File: src/hdl/bscfd_pkg.sv
// ----------------------------------------------------------------------------
// bscfd_pkg
// Shared types, constants and helpers of the bit string first difference
// comparator.
// ----------------------------------------------------------------------------
package bscfd_pkg;

  // Longest string in bytes
  localparam int unsigned MaxBytes = 256;

  localparam int unsigned IdxW = 9;
  localparam int unsigned PosW = 12;

  // Saturation bounds for byte index and reported position
  localparam logic [IdxW-1:0] IdxCap = IdxW'((MaxBytes > 511) ? 511 : MaxBytes);
  localparam logic [PosW-1:0] PosCap = PosW'((MaxBytes * 8 > 4095) ? 4095 : MaxBytes * 8);

  // Ordering codes
  typedef enum logic [1:0] {
    ORD_EQUAL   = 2'd0,
    ORD_LESS    = 2'd1,
    ORD_GREATER = 2'd2
  } order_e;

  // One byte pair as held in the input register
  typedef struct packed {
    logic [7:0] a_byte;
    logic [3:0] a_valid;
    logic [7:0] b_byte;
    logic [3:0] b_valid;
    logic       last;
  } item_t;

  // Outcome of comparing one byte pair
  typedef struct packed {
    logic          fix;      // verdict settles on this pair
    order_e        order;
    logic [PosW:0] pos;      // unsaturated position, one spare bit
  } step_t;

  // Mask of the m leading bits of a byte (m in 0..8)
  function automatic logic [7:0] lead_mask(input logic [3:0] m);
    logic [7:0] full;
    full = 8'hFF;
    return full << (4'd8 - m);
  endfunction

  // Clamp a valid count to 8
  function automatic logic [3:0] clamp8(input logic [3:0] v);
    return (v > 4'd8) ? 4'd8 : v;
  endfunction

  // Saturate a position to the bound
  function automatic logic [PosW-1:0] sat_pos(input logic [PosW:0] p);
    return (p > {1'b0, PosCap}) ? PosCap : p[PosW-1:0];
  endfunction

endpackage

File: src/hdl/bscfd_if.sv
// ----------------------------------------------------------------------------
// bscfd_in_if / bscfd_out_if
// Valid/ready channels for byte pairs in and verdict words out.
// ----------------------------------------------------------------------------
interface bscfd_in_if;
  logic       valid;
  logic       ready;
  logic [7:0] a_byte;
  logic [3:0] a_valid;
  logic [7:0] b_byte;
  logic [3:0] b_valid;
  logic       last;

  modport source (output valid, a_byte, a_valid, b_byte, b_valid, last, input ready);
  modport sink   (input valid, a_byte, a_valid, b_byte, b_valid, last, output ready);
endinterface

interface bscfd_out_if;
  logic        valid;
  logic        ready;
  logic [1:0]  order;
  logic [11:0] diff_pos;

  modport source (output valid, order, diff_pos, input ready);
  modport sink   (input valid, order, diff_pos, output ready);
endinterface

File: src/hdl/bit_string_compare_first_difference.sv
// ----------------------------------------------------------------------------
// bit_string_compare_first_difference
// Streams two MSB-first bit strings a byte pair per word and reports the
// order of the strings and the position of their first difference.
// ----------------------------------------------------------------------------
// Usage:
//   in_i carries one byte of each string with its count of valid leading
//   bits (a count below 8 ends that string) and a last mark. One verdict
//   word leaves on out_o for each word marked last: order (0 equal, 1 first
//   string less, 2 first string greater) and diff_pos, the first differing
//   bit or the shorter length. Words after the verdict is fixed are dropped
//   until last.
//   Throughput: one word per cycle while out_o is not stalled. A last word
//   is registered in the input register on acceptance; its verdict passes
//   the byte compare into the result register, which drives out_o.
//   Reset clears the comparison state and empties both registers.
//   When the receiver stalls, the result register holds its word and the
//   input register holds one pending word; in_i.ready then drops.
// ----------------------------------------------------------------------------
module bit_string_compare_first_difference
  import bscfd_pkg::*;
(
  input  logic        clk_i,
  input  logic        rst_ni,
  bscfd_in_if.sink    in_i,
  bscfd_out_if.source out_o
);

  logic            s1_valid_q, s1_valid_d;
  item_t           s1_item_q;
  logic            adv, fire;

  logic [IdxW-1:0] byte_index_q, byte_index_d, idx_n;
  logic            decided_q, decided_d, dec_n;
  order_e          order_q, order_d, ord_n;
  logic [PosW-1:0] pos_q, pos_d, pos_n;

  step_t           step;

  // Input register advances when it is empty or the result side has room
  assign in_i.ready = !s1_valid_q || adv;
  assign fire       = s1_valid_q && adv;

  always_comb begin
    s1_valid_d = s1_valid_q;
    if (in_i.ready) begin
      s1_valid_d = in_i.valid;
    end
  end

  always_ff @(posedge clk_i or negedge rst_ni) begin
    if (!rst_ni) begin
      s1_valid_q <= 1'b0;
    end else begin
      s1_valid_q <= s1_valid_d;
    end
  end

  always_ff @(posedge clk_i) begin
    if (in_i.ready && in_i.valid) begin
      s1_item_q.a_byte  <= in_i.a_byte;
      s1_item_q.a_valid <= in_i.a_valid;
      s1_item_q.b_byte  <= in_i.b_byte;
      s1_item_q.b_valid <= in_i.b_valid;
      s1_item_q.last    <= in_i.last;
    end
  end

  bscfd_cmp u_cmp (
    .item_i       (s1_item_q),
    .byte_index_i (byte_index_q),
    .step_o       (step)
  );

  // Fold this word into the comparison state
  always_comb begin
    idx_n = byte_index_q;
    dec_n = decided_q;
    ord_n = order_q;
    pos_n = pos_q;
    if (!decided_q) begin
      if (step.fix) begin
        dec_n = 1'b1;
        ord_n = step.order;
        pos_n = sat_pos(step.pos);
      end else begin
        if (byte_index_q < IdxCap) begin
          idx_n = byte_index_q + 1'b1;
        end
        if (s1_item_q.last) begin
          dec_n = 1'b1;
          ord_n = ORD_EQUAL;
          pos_n = sat_pos({1'b0, idx_n, 3'b000});
        end
      end
    end
  end

  // Rearm after last, else keep the folded state
  always_comb begin
    byte_index_d = byte_index_q;
    decided_d    = decided_q;
    order_d      = order_q;
    pos_d        = pos_q;
    if (fire) begin
      if (s1_item_q.last) begin
        byte_index_d = '0;
        decided_d    = 1'b0;
        order_d      = ORD_EQUAL;
        pos_d        = '0;
      end else begin
        byte_index_d = idx_n;
        decided_d    = dec_n;
        order_d      = ord_n;
        pos_d        = pos_n;
      end
    end
  end

  always_ff @(posedge clk_i or negedge rst_ni) begin
    if (!rst_ni) begin
      byte_index_q <= '0;
      decided_q    <= 1'b0;
      order_q      <= ORD_EQUAL;
      pos_q        <= '0;
    end else begin
      byte_index_q <= byte_index_d;
      decided_q    <= decided_d;
      order_q      <= order_d;
      pos_q        <= pos_d;
    end
  end

  bscfd_res_reg u_res (
    .clk_i   (clk_i),
    .rst_ni  (rst_ni),
    .load_i  (s1_valid_q && s1_item_q.last),
    .order_i (ord_n),
    .pos_i   (pos_n),
    .space_o (adv),
    .out_o   (out_o)
  );

endmodule

File: src/hdl/bscfd_cmp.sv
// ----------------------------------------------------------------------------
// bscfd_cmp
// Compares one byte pair: finds the first differing valid bit, or the end
// of either string, and gives order and unsaturated position.
// ----------------------------------------------------------------------------
module bscfd_cmp
  import bscfd_pkg::*;
(
  input  item_t            item_i,
  input  logic [IdxW-1:0]  byte_index_i,
  output step_t            step_o
);

  logic [3:0]    av, bv, m;
  logic [7:0]    x;
  logic [3:0]    lz;
  logic [PosW:0] base;
  logic          abit;

  // Clamp counts and mask the common valid bits
  assign av = clamp8(item_i.a_valid);
  assign bv = clamp8(item_i.b_valid);
  assign m  = (av < bv) ? av : bv;
  assign x  = (item_i.a_byte ^ item_i.b_byte) & lead_mask(m);
  assign base = {1'b0, byte_index_i, 3'b000};

  // Leading zero count of the difference, 8 when none
  always_comb begin
    lz = 4'd8;
    for (int i = 0; i < 8; i++) begin
      if (x[i]) begin
        lz = 4'(7 - i);
      end
    end
  end

  assign abit = (lz < 4'd8) ? item_i.a_byte[3'(7 - 32'(lz))] : 1'b0;

  // Pick the verdict for this pair
  always_comb begin
    step_o.fix   = 1'b1;
    step_o.order = ORD_EQUAL;
    step_o.pos   = base;
    if (x != 8'h00) begin
      step_o.order = abit ? ORD_GREATER : ORD_LESS;
      step_o.pos   = base + (PosW+1)'(lz);
    end else if (av != bv) begin
      step_o.order = (av < bv) ? ORD_LESS : ORD_GREATER;
      step_o.pos   = base + (PosW+1)'(m);
    end else if (av < 4'd8) begin
      step_o.pos   = base + (PosW+1)'(av);
    end else begin
      step_o.fix   = 1'b0;
    end
  end

endmodule

File: src/hdl/bscfd_res_reg.sv
// ----------------------------------------------------------------------------
// bscfd_res_reg
// Result register: holds one verdict word until the receiver takes it.
// ----------------------------------------------------------------------------
module bscfd_res_reg
  import bscfd_pkg::*;
(
  input  logic             clk_i,
  input  logic             rst_ni,
  input  logic             load_i,
  input  order_e           order_i,
  input  logic [PosW-1:0]  pos_i,
  output logic             space_o,
  bscfd_out_if.source      out_o
);

  logic            valid_q, valid_d;
  order_e          order_q;
  logic [PosW-1:0] pos_q;

  // Free when empty or when the held word leaves this cycle
  assign space_o = !valid_q || out_o.ready;

  always_comb begin
    valid_d = valid_q;
    if (space_o) begin
      valid_d = load_i;
    end
  end

  // Clear valid under reset
  always_ff @(posedge clk_i or negedge rst_ni) begin
    if (!rst_ni) begin
      valid_q <= 1'b0;
    end else begin
      valid_q <= valid_d;
    end
  end

  // Load payload
  always_ff @(posedge clk_i) begin
    if (space_o && load_i) begin
      order_q <= order_i;
      pos_q   <= pos_i;
    end
  end

  assign out_o.valid    = valid_q;
  assign out_o.order    = order_q;
  assign out_o.diff_pos = pos_q;

endmodule

File: src/flat_wrapper.sv
// flat-port wrapper written by rule: the top's interface ports become plain ports
module bit_string_compare_first_difference_flat import bscfd_pkg::*;
  (clk_i, rst_ni, in_i_valid, in_i_a_byte, in_i_a_valid, in_i_b_byte, in_i_b_valid, in_i_last, in_i_ready, out_o_valid, out_o_order, out_o_diff_pos, out_o_ready);
  bscfd_in_if in_i_i ();
  bscfd_out_if out_o_i ();
  input  logic clk_i;
  input  logic rst_ni;
  input wire logic [$bits(in_i_i.valid)-1:0] in_i_valid;
  input wire logic [$bits(in_i_i.a_byte)-1:0] in_i_a_byte;
  input wire logic [$bits(in_i_i.a_valid)-1:0] in_i_a_valid;
  input wire logic [$bits(in_i_i.b_byte)-1:0] in_i_b_byte;
  input wire logic [$bits(in_i_i.b_valid)-1:0] in_i_b_valid;
  input wire logic [$bits(in_i_i.last)-1:0] in_i_last;
  output wire logic [$bits(in_i_i.ready)-1:0] in_i_ready;
  output wire logic [$bits(out_o_i.valid)-1:0] out_o_valid;
  output wire logic [$bits(out_o_i.order)-1:0] out_o_order;
  output wire logic [$bits(out_o_i.diff_pos)-1:0] out_o_diff_pos;
  input wire logic [$bits(out_o_i.ready)-1:0] out_o_ready;
  assign in_i_i.valid = in_i_valid;
  assign in_i_i.a_byte = in_i_a_byte;
  assign in_i_i.a_valid = in_i_a_valid;
  assign in_i_i.b_byte = in_i_b_byte;
  assign in_i_i.b_valid = in_i_b_valid;
  assign in_i_i.last = in_i_last;
  assign in_i_ready = in_i_i.ready;
  assign out_o_valid = out_o_i.valid;
  assign out_o_order = out_o_i.order;
  assign out_o_diff_pos = out_o_i.diff_pos;
  assign out_o_i.ready = out_o_ready;
  bit_string_compare_first_difference u_core (.clk_i(clk_i), .rst_ni(rst_ni), .in_i(in_i_i), .out_o(out_o_i));
endmodule
File: config.mk
export PLATFORM = sky130hd
export DESIGN_NAME = bit_string_compare_first_difference_flat
export DESIGN_NICKNAME = d
export VERILOG_FILES = /design/src/hdl/bscfd_pkg.sv /design/src/hdl/bscfd_if.sv /design/src/hdl/bit_string_compare_first_difference.sv /design/src/hdl/bscfd_cmp.sv /design/src/hdl/bscfd_res_reg.sv /design/src/flat_wrapper.sv
export SDC_FILE = /design/constraint.sdc
export NUM_CORES = 1
export LEC_CHECK = 0
export BUFFER_PORTS_ARGS = -buffer_cell sky130_fd_sc_hd__buf_2
export CORE_MARGIN = 2
export CORE_UTILIZATION = 59
export DETAILED_ROUTE_END_ITERATION = 8
export PLACE_DENSITY = 0.8
export SETUP_SLACK_MARGIN = 0.15
export SYNTH_ARGS = -nofsm -noshare
export SYNTH_HDL_FRONTEND = slang
export SYNTH_SLANG_ARGS = --single-unit
File: constraint.sdc
create_clock -name clk_i -period 5.62 [get_ports clk_i]
set_clock_uncertainty 0.05 [all_clocks]
set_input_delay 0.562 -clock clk_i [delete_from_list [all_inputs] [get_ports clk_i]]
set_output_delay 0.562 -clock clk_i [all_outputs]
set_load 0.02 [all_outputs]
* Yosys cells after proc, flatten, opt, wreduce, memory -nomap -nowiden
Cells that the tools add are included. W data, S select, Z words.
Operators by class: add/sub/neg operators 6, multipliers 0, div/mod/pow operators 0, magnitude comparators 9, equal/unequal tests 3, shift-type cells 1, mux-type cells 42, bitwise operators 2, reduce and logical (&&, ||, !) cells 10
Operators with widths (number):
- $mux W12 | 6
- $mux W9 | 6
- $mux W4 | 11
- $add A12 B4 Y13 | 3
- $mux W13 | 2
- $mux W15 | 1
- $mux W2 | 7
- $gt A13 B12 Y1 const B | 1
- $gt A12 B12 Y1 const B | 1
- $add A9 B1 Y9 const B | 1
- $lt A9 B9 Y1 const B | 1
- $and A8 B8 Y8 | 1
- $gt A4 B4 Y1 const B | 2
- $lt A4 B4 Y1 const B | 2
- $mux W1 | 8
- $reduce_bool A8 Y1 | 1
- $shl A8 B4 Y8 const A | 1
- $xor A8 B8 Y8 | 1
- $logic_and A1 B1 Y1 | 4
- $lt A3 B4 Y1 const B | 1
- $lt A4 B4 Y1 | 1
- $ne A2 B1 Y1 const B | 2
- $ne A4 B4 Y1 | 1
- $sub A4 B4 Y4 const A | 1
- 5 further kinds | 7
Word-level totals: flip-flop bits (word level) 65, bits in latches 0, memory bits (writable) 0, bits in read-only memories 0, input bits 29, output and inout bits 16, logic and storage cells 86, memories 0

* Depth between registers and ports, before layout
Gate-level depths: netlist of run 1.
depth in word-level cells 26, depth in mapped cells 25, mapped depth without buffers 25

* Hierarchy
A second synthesis of run 1 with hierarchy kept.
Unflattened totals: cell total of the unflattened synthesis 407, area, all modules 4124.0 um2
By module, submodules not included:
- bit_string_compare_first_difference | instances 1, cells each 239, area each 2566.2 um2, sequential area each 1376.3 um2
- bscfd_cmp | instances 1, cells each 150, area each 1083.5 um2, sequential area each 0.0 um2
- bscfd_res_reg | instances 1, cells each 18, area each 474.2 um2, sequential area each 445.4 um2

* Worst setup path before layout of run 1
OpenSTA, ideal clock, no wires.
kind register to register, start reg u_core.s1_item_q[16] (netlist bit), end reg u_core.pos_q[4], library setup time 67 ps, arrival time 4722 ps, required time 5503 ps, path slack 781 ps, stages on the path, launching flop included 22, path buffers 1, period minus slack after synthesis 4839 ps, cell sequence edfxtp_1 -> buf_2 -> nor2b_1 -> ha_1 -> nor2b_4 -> o211ai_2 -> nand2_2 -> mux2i_1 -> ha_1 -> a22oi_1 -> nor2b_1 -> a41o_1 -> nor2_2 -> inv_2 -> ha_1 -> ha_1 -> or3_1 -> a22o_1 -> or4_4 -> o41ai_4 -> a221o_1 -> a22o_1
Between the ends: word-level cells in the longest chain between the ends 22, elaborated cells on any way between the ends 32, classes of those cells 4 x add/sub; 4 x order compare; 1 x eq/ne; 1 x shift; 20 x mux; 1 x bitwise; 1 x reduce/logical
RTL lines:
- start: declaration | line bit_string_compare_first_difference.sv:30 | item_t s1_item_q;
- $gt A4 B4 Y1 | line bscfd_pkg.sv:50 | return (v > 4'd8) ? 4'd8 : v;
- $mux W4 (*) | line bscfd_pkg.sv:50
- $lt A4 B4 Y1 | line bscfd_cmp.sv:23 | assign m = (av < bv) ? av : bv;
- $mux W4 | line bscfd_cmp.sv:23
- $sub A4 B4 Y4 | line bscfd_pkg.sv:45 | return full << (4'd8 - m);
- $shl A8 B4 Y8 | line bscfd_pkg.sv:45
- $and A8 B8 Y8 | line bscfd_cmp.sv:24 | assign x = (item_i.a_byte ^ item_i.b_byte) & lead_mask(m);
- $mux W4 (8 in series) | line bscfd_cmp.sv:31 | if (x[i]) begin
- $add A12 B4 Y13 | line bscfd_cmp.sv:46 | step_o.pos = base + (PosW+1)'(lz);
- $mux W15 | line bscfd_cmp.sv:44 | if (x != 8'h00) begin
- $gt A13 B12 Y1 | line bscfd_pkg.sv:55 | return (p > {1'b0, PosCap}) ? PosCap : p[PosW-1:0];
- $mux W12 | line bscfd_pkg.sv:55
- $mux W12 (*) | line bit_string_compare_first_difference.sv:82 | if (step.fix) begin
- $mux W12 (*) | line bit_string_compare_first_difference.sv:81 | if (!decided_q) begin
- via u_core.pos_n[4] | line bit_string_compare_first_difference.sv:36 | logic [PosW-1:0] pos_q, pos_d, pos_n;
- $mux W12 (*) | line bit_string_compare_first_difference.sv:106 | if (s1_item_q.last) begin
- end signal: assignment | line bit_string_compare_first_difference.sv:130 | pos_q <= pos_d;
- end: declaration | line bit_string_compare_first_difference.sv:36
Mark *: on every way through the listed nets, which the timed path passes. The rest lies on a longest branch. A chain may end at the register's enable or synchronous reset.

* Worst setup path in the final report of run 1
start reg u_core.s1_item_q[4] (netlist bit), end reg u_core.u_res.pos_q[3] (netlist: u_core.u_res.out_o.diff_pos[3]), data pin
Between the ends: word-level cells in the longest chain between the ends 21, elaborated cells on any way between the ends 27, classes of those cells 3 x add/sub; 3 x order compare; 1 x eq/ne; 1 x shift; 17 x mux; 1 x bitwise; 1 x reduce/logical
RTL lines:
- $gt A4 B4 Y1 | line bscfd_pkg.sv:50
- $mux W4 (*) | line bscfd_pkg.sv:50
- $lt A4 B4 Y1 | line bscfd_cmp.sv:23
- $mux W4 | line bscfd_cmp.sv:23
- $sub A4 B4 Y4 | line bscfd_pkg.sv:45
- $shl A8 B4 Y8 | line bscfd_pkg.sv:45
- $and A8 B8 Y8 | line bscfd_cmp.sv:24
- $mux W4 (8 in series) | line bscfd_cmp.sv:31
- $add A12 B4 Y13 | line bscfd_cmp.sv:46
- $mux W15 | line bscfd_cmp.sv:44
- $gt A13 B12 Y1 | line bscfd_pkg.sv:55
- $mux W12 | line bscfd_pkg.sv:55
- $mux W12 (*) | line bit_string_compare_first_difference.sv:82
- $mux W12 (*) | line bit_string_compare_first_difference.sv:81
- via u_core.pos_n[3] | line bit_string_compare_first_difference.sv:36
- end signal: assignment | line bscfd_res_reg.sv:44 | pos_q <= pos_i;
- end: declaration | line bscfd_res_reg.sv:19 | logic [PosW-1:0] pos_q;
Marked as above.

==> results of run 1 <==
==> sequential cells by signal, indices dropped and copies added (netlist names) <==
register,count
u_core.s1_item_q,25
u_core.pos_q,12
u_core.u_res.out_o.diff_pos,12
u_core.byte_index_q,9
u_core.order_q,2
u_core.u_res.out_o.order,2
u_core.decided_q,1
u_core.s1_valid_q,1
u_core.u_res.out_o.valid,1
==> final timing paths <==
check / start / endpoint / slack [ns] / depth (start not counted)
max in group asynchronous: rst_ni / u_core.byte_index_q[0]$_DFFE_PN0P_ / 4.95 / 1
worst max-delay path: u_core.s1_item_q[4]$_DFFE_PP_ / u_core.u_res.out_o.diff_pos[3]$_DFFE_PP_ / 0.34 / 22
worst min-delay path: rst_ni / u_core.order_q[0]$_DFFE_PN0P_ / 0.16 / 1
worst max register to register: u_core.s1_item_q[4]$_DFFE_PP_ / u_core.u_res.out_o.diff_pos[3]$_DFFE_PP_ / 0.34 / 22
worst min register to register: u_core.pos_q[3]$_DFFE_PN0P_ / u_core.pos_q[3]$_DFFE_PN0P_ / 0.46 / 2
min in group clk_i: in_i_b_valid[0] / u_core.s1_item_q[1]$_DFFE_PP_ / 0.33 / 1
==> stage by stage <==
| step | area, sq um | utilization |
|---|---|---|
| floorplan | 3920 | - |
| global placement | 4190 | 0.656 |
| detailed placement | 4190 | 0.656 |
| CTS | 4420 | 0.693 |
| global route | 4560 | 0.714 |
| finish | 4560 | 0.714 |
==> per-layer routing <==
layer / vias up / wire length (microns)
met4: 0 / 285
met3: 38 / 676
met2: 177 / 4120
met5: - / 0
li1: 1518 / -
met1: 1528 / 4010
==> layout by cell type, fill, tap and decap left out, types with 9 or more instances in the layout <==
master and count:
a21oi_1 11, a22o_1 9, buf_2 44, buf_4 14, clkbuf_8 9, dfrtp_1 26
edfxtp_1 39, ha_1 10, inv_1 10, mux2i_1 14, nand2_1 47, nand3_1 10
nor2_1 23, o21ai_0 19, xnor2_1 12, xor2_1 10
==> cells by family (layout without fill, tap and decap cells) <==
family,count (synthesis),in the layout,share of synthesized area
AND/OR/NAND/NOR,138,138,0.186
buffers and inverters,30,85,0.0313
flip-flops,65,65,0.465
AO/OA/AOI/OAI,92,92,0.173
XOR/XNOR,22,22,0.0492
adder cells (fa/ha/maj),13,13,0.0415
multiplexers,20,20,0.0533
==> power groups by stage <==
stage	registers (W)	logic (W)	clock network, W
global route	0.000593	0.000369	0.000432
CTS	0.000587	0.000304	0.000409
floorplan	0.000598	0.000220	0
global placement	0.000594	0.000287	0
finish	0.000587	0.000343	0.000402
detailed placement	0.000596	0.000295	0
==> cell type report <==
cell class / instances / area (sq um) / share of cell area
inverters: 11 / 41.3 / 0.00905
clock inverters: 7 / 76.3 / 0.0167
multi-input cells: 285 / 2080 / 0.455
flip-flops and latches: 65 / 1820 / 0.399
well taps: 77 / 96.3 / 0.0211
clock buffers: 9 / 124 / 0.0272
repair buffers: 58 / 325 / 0.0713
==> critical path, stage by stage (launching register included) <==
cell	delay, ns
edfxtp_1	0.49
nor2b_1	0.34
ha_1	0.27
nor2b_4	0.06
o211ai_4	0.23
nand2_4	0.11
o21ai_4	0.18
inv_1	0.10
ha_2	0.20
and2_1	0.16
a21oi_2	0.12
o211ai_1	0.14
nor3_4	0.29
nor2_4	0.06
inv_2	0.07
ha_2	0.18
ha_1	0.24
or3_1	0.35
a22o_1	0.23
or4_4	0.44
o41ai_4	0.49
nand2_1	0.17
o211ai_1	0.13
==> repair_timing <==
item	CTS	global route
setup buffers	3	6
pin swaps	2	8
gates cloned	0	0
setup endpoints to repair	13	18
gates resized for setup	2	19
==> out/results.tsv, run 1 <==
stage	metric	value	unit
cells_and_area	ratio of cells with drive above 1 in the final layout	0.248	
synth	dominant cell by count in the synthesized netlist	nand2_1	
cells_and_area	FILL cells	448	
synth	top post-synthesis cells by area	edfxtp_1, dfrtp_1, nand2_1, ha_1, mux2i_1	
grt	initial antenna violation count	0	
clock_tree	hold_buf cts	0	
grt	pin count of the biggest net entering global routing	27	
die	IO Count	45	
synth	Syn Nets	422	
placed_design	DP Worst Slack	-0.0344	ns
drt	DR WL/cell	17.8	microns
grt	vias in the first global route	2954	
sta	setup_tns	0	ns
sta	Final WS setup	0.343	ns
power_and_ir_drop	Gate power share	0.257	
synth	Syn Inst Count	380	
sta	unrepaired setup endpoints after global routing	no	
synth	Synth Register Bits	65	
die	Die Y	85.5	microns
die	row count	29	
cells_and_area	Final #Nets	472	
setup_path	crit start category	register	
grt	grt met1 use	0.352	
clock_tree	CTS tree	done	
clock_tree	cts bufs inserted	9	
grt	first-pass GRT wire length	14200	microns
synth	post-synth top area share	0.299	
placed_design	I/O Buffers	44	
cells_and_area	antenna cells	0	
setup_path	WP data required	5.75	ns
power_and_ir_drop	worst vdd ir	0.241	mV
drt	Vias	3261	
sta	Final Cycle Share	0.939	
die	die width	85.5	microns
synth	post-synth cell types	68	
drt	DRT iter0 DRCs	302	
synth	register area share after synthesis	0.465	
setup_path	crit path kind	register to register	
power_and_ir_drop	LEAKAGE	1.90	nW
grt	GR Util All Layers	0.249	
synth	async set or reset register ratio after synthesis	0.400	
hold_path	Hold WC Path Type	input pin to async pin	
clock_tree	root buffer cell	clkbuf_8	
placed_design	GPL Wtd Cong	1.01	
placed_design	Post-DP HPWL	6190	microns
sta	Slew HR	0.300	
setup_path	peak fanout along the critical path	6	
synth	Avg Cell Area, Syn	10.3	sq um
clock_tree	clock slew at reported path FFs	0.08	ns
synth	Synth Cell Area	3920	sq um
sta	Final Hold Fails	0	
die	Core Area	6390	sq um
grt	met3 usage	0.0510	
drt	DR pass1 iterations	5	
power_and_ir_drop	Clock power frac	0.302	
sta	final slew viol count	0	
power_and_ir_drop	Switch Pwr	0.000425	W
drt	antenna viol nets, final	0	
clock_tree	Clock H-tree levels	3	
setup_path	Worst Path Arrival	5.40	ns
flow_run	Max Cap Viol	0	
run_status	status	completed	
sta	minimum clock period	5.28	ns
clock_tree	latest clock arrival within the worst-skew pair	0.35	ns
synth	main flop type after synthesis	edfxtp_1	
grt	Top Usage Layer GRT	met2	
clock_tree	clock tree buffer depth	2	
grt	grt total ovfl	0	
power_and_ir_drop	Cell Int Power	0.000908	W
synth	Ys Warns	0	
drt	vias per cell	6.37	
die	Initial Util	0.614	
synth	Yosys top cell by area	edfxtp_1	
sta	worst slew pin tran	1.05	ns
setup_path	Setup crit end kind	register	
drt	drt total wl	9090	microns
power_and_ir_drop	Pwr Total	0.00133	W
synth	synth cell count leaders	nand2_1, edfxtp_1, dfrtp_1, nor2_1, o21ai_0	
cells_and_area	Non-Filler Instances	512	
clock_tree	# clock sinks	65	
sta	hold_ws	0.161	ns
power_and_ir_drop	sw frac	0.319	
power_and_ir_drop	Flop pwr share	0.441	
sta	Final Setup Violations	0	
die	die area	7310	sq um
cells_and_area	Area Overhead vs Synth	16.4	%
grt	routing usage on met2	0.381	
drt	# DRC	0	
power_and_ir_drop	P per Cell Area	292	nW/um^2
placed_design	Inst Count DP	487	
sta	Peak Freq	0.190	GHz
synth	number of flops mapped to enable cells by yosys	39	
No activity file was read; power rests on OpenSTA's default activity.
==> run 2, diff against run 1 <==
clock period = 5.2 ns   (was 5.62 ns; I/O delays follow)
==> out/results.tsv, run 2 (synthesized netlist as in run 1, its figures left out) <==
stage	metric	value	unit	change
sta	Peak Freq	0.198	GHz	+4.2%
sta	hold_ws	0.123	ns	-0.0383 ns
drt	antenna viol nets, final	0		unchanged
drt	# DRC	0		unchanged
cells_and_area	FF+latch area	1820	sq um	unchanged
sta	unrepaired setup endpoints after global routing	yes		
die	Initial Util	0.614		unchanged
grt	met3 usage	0.0597		+0.00866
die	die area	7310	sq um	unchanged
setup_path	Setup crit end kind	register		
grt	vias in the first global route	3189		+8.0%
die	IO Count	45		unchanged
power_and_ir_drop	P per Cell Area	309	nW/um^2	+5.9%
setup_path	crit path kind	register to register		
drt	Vias	3543		+8.6%
setup_path	peak fanout along the critical path	6		unchanged
die	row count	29		unchanged
placed_design	I/O Buffers	44		unchanged
flow_run	Max Cap Viol	0		unchanged
drt	drt total wl	10600	microns	+16%
clock_tree	clock tree buffer depth	2		unchanged
drt	DR pass1 iterations	6		+1
hold_path	Hold WC Path Type	input pin to async pin		
sta	final slew viol count	0		unchanged
cells_and_area	Multi-input gate area	2190	sq um	+5.5%
cells_and_area	antenna cells	0		unchanged
clock_tree	CTS tree	done		
sta	Final Hold Fails	0		unchanged
clock_tree	# clock sinks	65		unchanged
power_and_ir_drop	LEAKAGE	2.01	nW	+5.7%
grt	pin count of the biggest net entering global routing	27		unchanged
sta	Final Cycle Share	0.973		+0.0345
sta	Final WS setup	0.138	ns	-0.205 ns
grt	grt met1 use	0.383		+0.0316
drt	DRT iter0 DRCs	416		+38%
cells_and_area	max reg flops	25		unchanged
cells_and_area	Biggest register	u_core.s1_item_q		
sta	worst slew pin tran	1.08	ns	+0.0251 ns
clock_tree	clock slew at reported path FFs	0.07	ns	about the same
clock_tree	cts bufs inserted	9		unchanged
cells_and_area	Final #Nets	490		+3.8%
setup_path	Worst Path Arrival	5.20	ns	-0.20 ns
cells_and_area	ratio of cells with drive above 1 in the final layout	0.313		+0.0652
die	Core Area	6390	sq um	unchanged
clock_tree	root buffer cell	clkbuf_8		
sta	minimum clock period	5.06	ns	-0.215 ns
die	Die Y	85.5	microns	unchanged
grt	GR Util All Layers	0.279		+0.0297
placed_design	GPL Wtd Cong	0.994		-1.4%
setup_path	WP data required	5.34	ns	-0.41 ns
drt	DR WL/cell	19.9	microns	+12%
setup_path	Reg2Reg Setup Slack	0.14	ns	-0.21 ns
sta	Slew HR	0.283		-0.0167
power_and_ir_drop	worst vdd ir	0.247	mV	+2.5%
clock_tree	hold_buf cts	0		unchanged
cells_and_area	most frequent cells in the layout	nand2_1, buf_2, edfxtp_1		
grt	grt total ovfl	0		unchanged
drt	vias per cell	6.68		+5.0%
grt	first-pass GRT wire length	15800	microns	+11%
grt	Top Usage Layer GRT	met2		
placed_design	DP Worst Slack	-0.103	ns	-0.0686 ns
clock_tree	latest clock arrival within the worst-skew pair	0.36	ns	about the same
setup_path	crit start category	register		
sta	setup_tns	0	ns	unchanged
placed_design	Post-DP HPWL	6260	microns	+1.2%
sta	Final Setup Violations	0		unchanged
grt	routing usage on met2	0.440		+0.0582
grt	initial antenna violation count	0		unchanged
die	die width	85.5	microns	unchanged
clock_tree	Clock H-tree levels	3		unchanged
cells_and_area	Area Overhead vs Synth	22.9	%	
run_status	status	completed		
cells_and_area	FILL cells	389		-13%
run 2: cell count changes in the layout (fill, tap and decap cells not counted), moves of 3 or more:
cell,before,now
nand2_2,0,3
inv_1,10,7
buf_4,14,28
inv_2,1,4
ha_1,10,6
ha_4,1,7
buf_6,0,3
nand2_1,47,44
run 2: timing repair:
action | CTS | global route
gates cloned | 0 | 0
buffers inserted | 13 | 12
gates resized for setup | 22 | 30
pin swaps | 12 | 17
setup endpoints to repair | 16 | 22
run 2: final timing paths:
kind,cells past startpoint,endpoint,from
hold / removal,1,u_core.byte_index_q[8]$_DFFE_PN0P_,rst_ni
setup / recovery,22,u_core.u_res.out_o.diff_pos[9]$_DFFE_PP_,u_core.s1_item_q[4]$_DFFE_PP_
hold reg to reg,2,u_core.pos_q[9]$_DFFE_PN0P_,u_core.pos_q[9]$_DFFE_PN0P_
setup reg to reg,22,u_core.u_res.out_o.diff_pos[9]$_DFFE_PP_,u_core.s1_item_q[4]$_DFFE_PP_
max in group asynchronous,1,u_core.byte_index_q[1]$_DFFE_PN0P_,rst_ni
min in group clk_i,1,u_core.s1_item_q[13]$_DFFE_PP_,in_i_a_valid[0]
run 2: metal layers:
| metal | wire length (microns) | share of wire | vias to the layer above |
|---|---|---|---|
| met4 | 511 | 0.048 | 0 |
| met3 | 975 | 0.092 | 71 |
| met2 | 4890 | 0.46 | 253 |
| met1 | 4180 | 0.40 | 1672 |
| met5 | 0 | 0 | - |
| li1 | - | - | 1547 |
run 2: stage by stage:
stage          utilization  power (W)  cell area [sq um]  instances
2_1_floorplan            -   0.000884               3920        380
3_3_place_gp         0.659   0.000955               4210        489
3_5_place_dp         0.659   0.000966               4210        489
4_1_cts              0.721    0.00142               4610        518
5_1_grt              0.754    0.00155               4820        530
6_report             0.754    0.00149               4820        530
run 2: where the power goes:
| group | total [W] | internal, W | switching (W) |
|---|---|---|---|
| clock network | 0.000421 | 0.000218 | 0.000203 |
| registers | 0.000637 | 0.000602 | 0.0000348 |
| logic | 0.000432 | 0.000194 | 0.000238 |
run 2: worst max-delay path: stages, from the launching register on:
cell	delay, ns
edfxtp_1	0.47
nor2b_4	0.17
inv_2	0.06
ha_4	0.26
nor2b_4	0.14
o211ai_2	0.12
nand2_4	0.15
mux2i_4	0.35
ha_4	0.27
a21oi_2	0.14
o211ai_1	0.15
nor3_4	0.32
nor2_2	0.09
inv_2	0.09
ha_4	0.17
ha_4	0.21
or3_1	0.31
a22o_1	0.22
or4_4	0.56
o41ai_4	0.20
buf_4	0.19
nand2_1	0.08
o211ai_1	0.11
run 2: cell type report:
type / instances / area share
clock buffer: 10 / 0.0265
inverter: 11 / 0.00857
timing repair buffer: 76 / 0.0995
sequential: 65 / 0.378
clock inverter: 6 / 0.0122
multi-input combinational: 285 / 0.455
tap: 77 / 0.0200
